[src/design/knn_pkg.sv]
`default_nettype none
package knn_pkg;

  localparam int MAX_POINTS  = 1024;
  localparam int PT_AW       = $clog2(MAX_POINTS);
  localparam int CNT_W       = PT_AW + 1;
  localparam int MAX_CLASSES = 256;
  localparam int CLS_AW      = $clog2(MAX_CLASSES);
  localparam int LABEL_W     = 8;
  localparam int COORD_BITS  = 16;
  localparam int SQ_W        = 2 * COORD_BITS;
  localparam int DIST_W      = SQ_W + 1;
  localparam int K_W         = 11;
  localparam int ADDR_W      = 3;

  localparam logic [1:0] REQ_CLEAR = 2'd0;
  localparam logic [1:0] REQ_ADD   = 2'd1;
  localparam logic [1:0] REQ_QUERY = 2'd2;

  localparam logic REG_NEIGHBOUR_COUNT = 1'b0;

  typedef struct packed {
    logic [LABEL_W-1:0]    cls;
    logic [COORD_BITS-1:0] y;
    logic [COORD_BITS-1:0] x;
  } point_t;

  typedef struct packed {
    logic [LABEL_W-1:0] cls;
    logic [DIST_W-1:0]  dsq;
  } dist_entry_t;

endpackage
`default_nettype wire

[src/design/knn_sq_unit.sv]
`default_nettype none
module knn_sq_unit (
  input  wire logic                                  clk,
  input  wire logic signed [knn_pkg::COORD_BITS-1:0] a,
  input  wire logic signed [knn_pkg::COORD_BITS-1:0] b,
  output logic [knn_pkg::SQ_W-1:0]                   q
);
  import knn_pkg::*;

  logic signed [COORD_BITS:0] diff;
  logic        [COORD_BITS:0] mag;
  logic        [SQ_W-1:0]     mag_ext;

  assign diff    = {a[COORD_BITS-1], a} - {b[COORD_BITS-1], b};
  assign mag     = diff[COORD_BITS] ? (~diff + 1'b1) : diff;
  assign mag_ext = SQ_W'(mag[COORD_BITS-1:0]);

  always_ff @(posedge clk) begin
    q <= SQ_W'(mag_ext * mag_ext);
  end

endmodule
`default_nettype wire

[config.mk]
export PLATFORM = sky130hd
export DESIGN_NAME = knn_sq_unit
export DESIGN_NICKNAME = d
export VERILOG_FILES = /design/src/design/knn_pkg.sv /design/src/design/knn_sq_unit.sv
export SDC_FILE = /design/constraint.sdc
export NUM_CORES = 1
export LEC_CHECK = 0
export BUFFER_PORTS_ARGS = -buffer_cell sky130_fd_sc_hd__buf_2
export CORE_AREA = 2 2 129 131
export CTS_CLUSTER_SIZE = 25
export DETAILED_ROUTE_END_ITERATION = 8
export DIE_AREA = 0 0 131 133
export PLACE_DENSITY = 0.81
export RECOVER_POWER = 50
export SYNTH_ARGS = -nofsm -noshare
export SYNTH_HDL_FRONTEND = slang
export SYNTH_SLANG_ARGS = --single-unit
export TNS_END_PERCENT = 5
[constraint.sdc]
create_clock -name clk -period 9.06 [get_ports clk]
set_input_delay 0.906 -clock clk [delete_from_list [all_inputs] [get_ports clk]]
set_output_delay 0.906 -clock clk [all_outputs]
set_load 0.005 [all_outputs]
==> flow_summary.yaml, run 1 <==
outcome:
  status: "finished, final reports clean"
cts:
  htreeDepth: 2
  cts-root-buf: "clkbuf_16"
  clk_pin_slew_ns: 0.06
  clk_path_buf_depth: 2
  postCtsHoldBufs: 0
  numCtsBuffers: 5
  cts.sinks: 31
  cts_tree: "built"
synthesis:
  synth_top_area_cell: "fa_1"
  ys.flop_type: "dfxtp_1"
  synth_common_cells: "257 x inv_1, 164 x fa_1, 113 x ha_1"
  yosys-top-cells-area: "fa_1 36%, ha_1 15%, inv_1 11%"
  yosys_warnings: 0
  synth.most_common_cell: "inv_1"
  ys_seq_elements: 31
  synth_area_per_cell_um2: 8.64
  synthArstFlopShare: 0
  synthCells: 1060
  synth_edf_count: 0
  seq_area_frac_synth: 0.0678
  ys_types: 63
  synth_top_cell_area_share: 0.358
  synth_area_mm2: 0.00916
  synth_nets: 1370
worst_setup_path:
  end_kind: "flop"
  required_ns: 9.24
  cp-start-kind: "input port"
  cp_max_fo: 8
  max_stage_delay_ns: 0.58
  cp.depth: 35
  crit_type: "input port to flop"
  cp.arrival_ns: 8.80
  cpMostUsedCell: "fa_1"
  path_buf_inv: 9
  crit_family: "adder cells"
  cp_slowest_cell: "fa_1"
layout:
  top_register: "q"
  final_nets: 1472
  antenna_cells: 0
  largest_reg_flops: 31
  reg_top3: "q x31"
  final_layout_size_suffix_gt1_frac: 0.142
  area_growth_pct: 12.7
  fin_area_mm2: 0.0103
drt:
  dr.pass1.iters: 5
  ant_nets: 0
  drtIter0Drc: 418
  drt-vias-per-instance: 5.38
  wl_per_cell_um: 14.6
  vias: 7435
  routed_wl_um: 20200
  drc: 0
placement:
  post-place-ws_ns: -0.105
  port_buffers: 63
  hpwl_um: 17000
  gp_routability_congestion: 0.922
  place_area_mm2: 0.00998
timing:
  period_share: 0.951
  worst_pin_slew_ns: 0.802
  setup_slack_ns: 0.440
  slew_headroom: 0.452
  finalCriticalPeriod_ns: 8.62
  fmax_mhz: 116
  hold_viol_final: 0
  setup_viol: 0
  worst_hold_slack_ns: 1.50
  rsz0062_at_grt: "true"
  drv_slew: 0
worst_hold_path:
  min_path_type: "input port to flop"
  hold_path_depth: 4
floorplanning:
  io_pins: 65
  initial_core_util: 0.566
  dieArea_mm2: 0.0174
  die_w_um: 131
  rows: 47
  dieHeight_um: 133
  core_area_mm2: 0.0162
global_route:
  grt_pass1_vias: 7896
  grt_pass1_wl_um: 34500
  grt_max_degree: 16
  grt-ovfl-total: 0
  grt_usage: 0.249
  antenna_found_initial: 0
flow_run:
  drv_cap: 0
==> stage by stage <==
stage | setup TNS (ns) | util | cells
detailed placement | -0.228 | 0.617 | 1364
floorplan | 0 | - | 1060
global placement | 0 | 0.617 | 1364
global route | -0.0785 | 0.638 | 1383
CTS | 0 | 0.627 | 1372
finish | 0 | 0.638 | 1383
==> routing by layer <==
layer / track usage / wire length [µm]
met5: 0 / 0
met4: 0.103 / 787
met3: 0.0485 / 1140
met2: 0.447 / 10600
met1: 0.286 / 7670
==> cell families (layout without fill, tap and decap cells) <==
logic type      count (synthesis)  in the layout  share of synthesized area
mux                             3              3                    0.00328
compound gates                146            146                      0.111
other cells                     1              1                   0.000409
flops                          31             31                     0.0678
xor+xnor                       57             57                     0.0598
simple gates                  258            258                      0.125
fa+ha+maj                     277            277                      0.513
buf+inv                       287            390                      0.119
==> timing repair <==
item / in CTS / in global routing
setup buffers: 0 / 11
endpoints found under the setup margin: 0 / 8
resized for setup: 0 / 37
==> path summary, 6_finish.rpt <==
| check | start | endpoint | slack [ns] |
|---|---|---|---|
| hold / removal | b[0] | q[0] | 1.50 |
| setup / recovery | a[0] | q[26] | 0.44 |
==> cells in the final DEF, fill, tap and decap left out, types with 8 or more instances in the layout <==
| master | n |
|---|---|
| o21ai_1 | 8 |
| o21ai_0 | 15 |
| xor2_1 | 16 |
| buf_2 | 49 |
| xnor2_1 | 35 |
| fa_1 | 161 |
| inv_2 | 10 |
| a21o_1 | 20 |
| dfxtp_1 | 31 |
| a21oi_1 | 38 |
| nor3_1 | 10 |
| buf_4 | 49 |
| ha_1 | 110 |
| o21a_1 | 9 |
| inv_1 | 254 |
| nor2_1 | 103 |
| o21bai_1 | 8 |
| nand2b_1 | 15 |
| nand2_1 | 82 |
| clkbuf_1 | 14 |
| nand3_1 | 10 |
==> cell type report <==
class,instances,area [µm²]
sequential,31,621
clock buffer,7,153
inverter,266,1000
fill,1338,5850
tap,220,275
multi-input combinational,742,7550
timing repair buffer,116,719
clock inverter,1,7.51
Power of run 1 is left out: the tool's default activity adds up to more than one toggle a clock period on the data nets, which glitch-free logic cannot reach.
==> inputs of run 2 (changes only) <==
--- a/config.mk
+++ b/config.mk
@@ -5,12 +5,13 @@
 export SDC_FILE = /design/constraint.sdc
 export NUM_CORES = 1
 export LEC_CHECK = 0
+export ABC_AREA = 1
 export BUFFER_PORTS_ARGS = -buffer_cell sky130_fd_sc_hd__buf_2
-export CORE_AREA = 2 2 129 131
+export CORE_AREA = 2 2 130 132
 export CTS_CLUSTER_SIZE = 25
 export DETAILED_ROUTE_END_ITERATION = 8
-export DIE_AREA = 0 0 131 133
-export PLACE_DENSITY = 0.81
+export DIE_AREA = 0 0 132 134
+export PLACE_DENSITY = 0.8
 export RECOVER_POWER = 50
 export SYNTH_ARGS = -nofsm -noshare
 export SYNTH_HDL_FRONTEND = slang
==> constraint.sdc (replaced) <==
create_clock -name clk -period 9.95 [get_ports clk]
set_input_delay 0.995 -clock clk [delete_from_list [all_inputs] [get_ports clk]]
set_output_delay 0.995 -clock clk [all_outputs]
set_load 0.005 [all_outputs]
==> run 2 against run 1 <==
Against the previous run: utilization down 1.3 points; sequential share of layout area up 0.077 points; synthesized area up 4.8%; critical endpoint is now q[29]; highest routed layer unchanged.
==> flow_summary.yaml, run 2 <==
worst_setup_path:
  path_buf_inv: 10
  cpMostUsedCell: "inv_1"
  cp_slowest_cell: "xor2_2"
  cp_max_fo: 15
  cp.arrival_ns: 9.13
  end_kind: "flop"
  cp-start-kind: "input port"
  crit_type: "input port to flop"
  required_ns: 10.11
  max_stage_delay_ns: 0.63
  crit_family: "adder cells"
synthesis:
  yosys-top-cells-area: "fa_1 34%, ha_1 15%, inv_1 12%"
  synth_nets: 1536
  synth_common_cells: "304 x inv_1, 222 x nand2_1, 164 x fa_1"
  ys_seq_elements: 31
  synthCells: 1226
  synth_edf_count: 0
  synth.most_common_cell: "inv_1"
  synth_area_mm2: 0.00959
  synthArstFlopShare: 0
  seq_area_frac_synth: 0.0647
  yosys_warnings: 0
  synth_top_area_cell: "fa_1"
  ys.flop_type: "dfxtp_1"
  synth_area_per_cell_um2: 7.83
  synth_top_cell_area_share: 0.342
  ys_types: 48
cts:
  clk_path_buf_depth: 2
  postCtsHoldBufs: 0
  cts.sinks: 31
  post_cts_buffers: 0
  clk_pin_slew_ns: 0.05
  cts-root-buf: "clkbuf_16"
  ctsResizeCount: 0
  cts_tree: "built"
  numCtsBuffers: 5
  htreeDepth: 2
layout:
  fin_cells: 1502
  final_nets: 1591
  final_layout_size_suffix_gt1_frac: 0.113
  final_common_cell: "inv_1"
  largest_reg_flops: 31
  final_cell_mix: "304 x inv_1, 222 x nand2_1, 164 x fa_1"
  area_growth_pct: 6.26
  antenna_cells: 0
  top_register: "q"
  reg_top3: "q x31"
floorplanning:
  core_area_mm2: 0.0163
  dieArea_mm2: 0.0177
  initial_core_util: 0.589
  dieHeight_um: 134
  rows: 47
  io_pins: 65
  die_w_um: 132
drt:
  drt-vias-per-instance: 5.23
  ant_nets: 0
  met1_length_um: 8430
  met2_length_um: 10800
  drc: 0
  dr.pass1.iters: 7
  dr_wl_met3_um: 1050
  top_layer_used: "met4"
  vias: 7861
  drtIter0Drc: 411
  wl_per_cell_um: 14.1
  routed_wl_um: 21200
flow_run:
  drv_cap: 0
timing:
  tns_ns: 0
  fmax_mhz: 112
  finalCriticalPeriod_ns: 8.97
  worst_pin_slew_ns: 0.780
  drv_slew: 0
  period_share: 0.901
  worst_hold_slack_ns: 1.52
  setup_viol: 0
  rsz0062_at_grt: "false"
  slew_headroom: 0.479
  hold_viol_final: 0
placement:
  gp_routability_congestion: 0.927
  hpwl_um: 18400
  port_buffers: 63
  place_inst: 1494
global_route:
  grt_usage: 0.258
  grt_max_degree: 19
  grt-ovfl-total: 0
  grt_pass1_wl_um: 37300
  grt_pass1_vias: 8317
  antenna_found_initial: 0
worst_hold_path:
  min_path_type: "input port to flop"
outcome:
  status: "finished, final reports clean"
run 2: metrics by stage:
step | util | cell area, µm² | setup WS, ns
after floorplan | - | 9590 | 1.89
after global placement | 0.618 | 10100 | 1.05
after detailed placement | 0.618 | 10100 | 0.767
after CTS | 0.626 | 10200 | 1.03
after global routing | 0.626 | 10200 | 0.386
final | 0.626 | 10200 | 0.983
run 2: cell families after synthesis:
kind of cell               Yosys count  synth area share
AOI/OAI and AO/OA                   88            0.0554
xor gates and xnor gates            40            0.0451
adders and majority gates          277             0.490
buffers and inverters              354             0.147
DFF                                 31            0.0647
muxes                                1           0.00104
other                                1          0.000391
and+or+nand+nor                    434             0.197
run 2: final timing paths:
kind	from	endpoint	slack, ns	cells after the start
max	a[0]	q[29]	0.98	37
min	b[0]	q[0]	1.52	4
run 2: area by class of cell:
| class | instances | area, µm² |
|---|---|---|
| clock buffers | 7 | 133 |
| multi-input cells | 841 | 7570 |
| fillers | 1426 | 6090 |
| flip-flops and latches | 31 | 621 |
| clock inverters | 1 | 5.00 |
| inverters | 337 | 1270 |
| well taps | 220 | 275 |
| repair buffers | 65 | 323 |
run 2: worst min-delay path: stages:
cell and delay [ns]:
buf_2 0.08, ha_1 0.13, buf_4 0.24, inv_1 0.22
run 2: metal layers:
layer / vias up / track usage
li1: 3758 / -
met1: 3748 / 0.303
met2: 286 / 0.480
met3: 69 / 0.0321
met4: 0 / 0.104
met5: - / 0
Power of run 2 is left out for the same reason.
==> inputs of run 3 (changes only) <==
--- a/config.mk
+++ b/config.mk
@@ -7,10 +7,11 @@
 export LEC_CHECK = 0
 export ABC_AREA = 1
 export BUFFER_PORTS_ARGS = -buffer_cell sky130_fd_sc_hd__buf_2
-export CORE_AREA = 2 2 130 132
+export CORE_AREA = 3 3 131 133
 export CTS_CLUSTER_SIZE = 25
 export DETAILED_ROUTE_END_ITERATION = 8
-export DIE_AREA = 0 0 132 134
+export DIE_AREA = 0 0 134 136
+export GPL_TIMING_DRIVEN = 0
 export PLACE_DENSITY = 0.8
 export RECOVER_POWER = 50
 export SYNTH_ARGS = -nofsm -noshare
==> run 3 against run 2 <==
Against the previous run: flip-flop and latch count unchanged; die area up 3.0%; worst hold slack worse by 0.054 ns; cell count up 0.73%; design area up 1.0%; wire length down 3.7%; via count down 2.3%; global-route usage down 1.7 points.
==> flow_summary.yaml, run 3 (same netlist as run 2, synthesis figures left out) <==
drt:
  drc: 0
  routed_wl_um: 20400
  wl_per_cell_um: 13.5
  drtIter0Drc: 441
  drt-vias-per-instance: 5.08
  top_layer_used: "met4"
  met1_length_um: 8690
  ant_nets: 0
  dr.pass1.iters: 7
  met2_length_um: 10300
  vias: 7680
  dr_wl_met3_um: 1070
worst_setup_path:
  cp-start-kind: "input port"
  path_buf_inv: 8
  cpMostUsedCell: "fa_1"
  cp.arrival_ns: 8.92
  crit_type: "input port to flop"
  crit_family: "adder cells"
  max_stage_delay_ns: 0.55
  cp_max_fo: 9
  required_ns: 10.11
  cp_slowest_cell: "fa_1"
  end_kind: "flop"
layout:
  area_growth_pct: 7.34
  reg_top3: "q x31"
  final_nets: 1606
  final_common_cell: "inv_1"
  largest_reg_flops: 31
  antenna_cells: 0
  final_cell_mix: "304 x inv_1, 222 x nand2_1, 164 x fa_1"
  fillers: 1392
  top_register: "q"
  final_layout_size_suffix_gt1_frac: 0.114
  regArea_um2: 621
  multi_input_area_mm2: 0.00757
worst_hold_path:
  hold_path_depth: 4
  min_path_type: "input port to flop"
  hp-start: "b[0]"
  min_to: "q[0]"
placement:
  gp_routability_congestion: 0.916
  port_buffers: 63
  hpwl_um: 17500
global_route:
  grt-ovfl-total: 0
  grt_max_degree: 11
  antenna_found_initial: 0
  grt_pass1_vias: 7784
  grt_usage: 0.242
  grt_pass1_wl_um: 35900
floorplanning:
  die_w_um: 134
  core_area_mm2: 0.0159
  initial_core_util: 0.602
  dieHeight_um: 136
  dieArea_mm2: 0.0182
  rows: 46
  io_pins: 65
cts:
  post_cts_buffers: 0
  cts-root-buf: "clkbuf_16"
  numCtsBuffers: 5
  htreeDepth: 2
  cts_tree: "built"
  clk_path_buf_depth: 2
  clk_pin_slew_ns: 0.05
  postCtsHoldBufs: 0
  cts.sinks: 31
  ctsResizeCount: 0
outcome:
  status: "finished, final reports clean"
timing:
  hold_viol_final: 0
  finalCriticalPeriod_ns: 8.76
  tns_ns: 0
  period_share: 0.880
  drv_slew: 0
  fmax_mhz: 114
  rsz0062_at_grt: "false"
  slew_headroom: 0.655
  worst_pin_slew_ns: 0.512
  setup_viol: 0
flow_run:
  drv_cap: 0
==> run 3: final cells by class <==
cell class / instances / area share
clock inverters: 1 / 0.000486
flip-flops and latches: 31 / 0.0603
repair buffers: 63 / 0.0288
plain buffers: 17 / 0.0131
multi-input cells: 841 / 0.735
clock buffers: 7 / 0.0129
inverters: 337 / 0.124
well taps: 216 / 0.0262
==> run 3: worst max-delay path by stage <==
stage,slack (ns),from,cells past startpoint,to
after detailed placement,0.93,a[0],40,q[29]
after global routing,0.54,a[0],35,q[29]
after floorplan,1.89,a[0],39,q[29]
after global placement,0.96,a[0],35,q[29]
after CTS,1.20,a[0],40,q[29]
final,1.19,a[0],35,q[29]
==> run 3: stage by stage <==
step           area, µm²  hold slack [ns]   util  setup slack, ns  cells
2_1_floorplan       9590             1.28      -             1.89   1226
3_3_place_gp       10200             1.37  0.639            0.962   1505
3_5_place_dp       10200             1.37  0.639            0.931   1505
4_1_cts            10300             1.45  0.647             1.20   1513
5_1_grt            10300             1.48  0.646            0.543   1513
6_report           10300             1.46  0.646             1.19   1513
==> run 3: tightest hold or removal path: stages <==
cell,delay [ns]
buf_2,0.08
ha_1,0.15
buf_2,0.21
inv_1,0.19
==> run 3: metal layers <==
layer  up-vias  GRT usage
met1      3635      0.320
met5         -          0
li1       3787          -
met3        25     0.0289
met2       233      0.431
met4         0     0.0457
Power of run 3 is left out for the same reason.
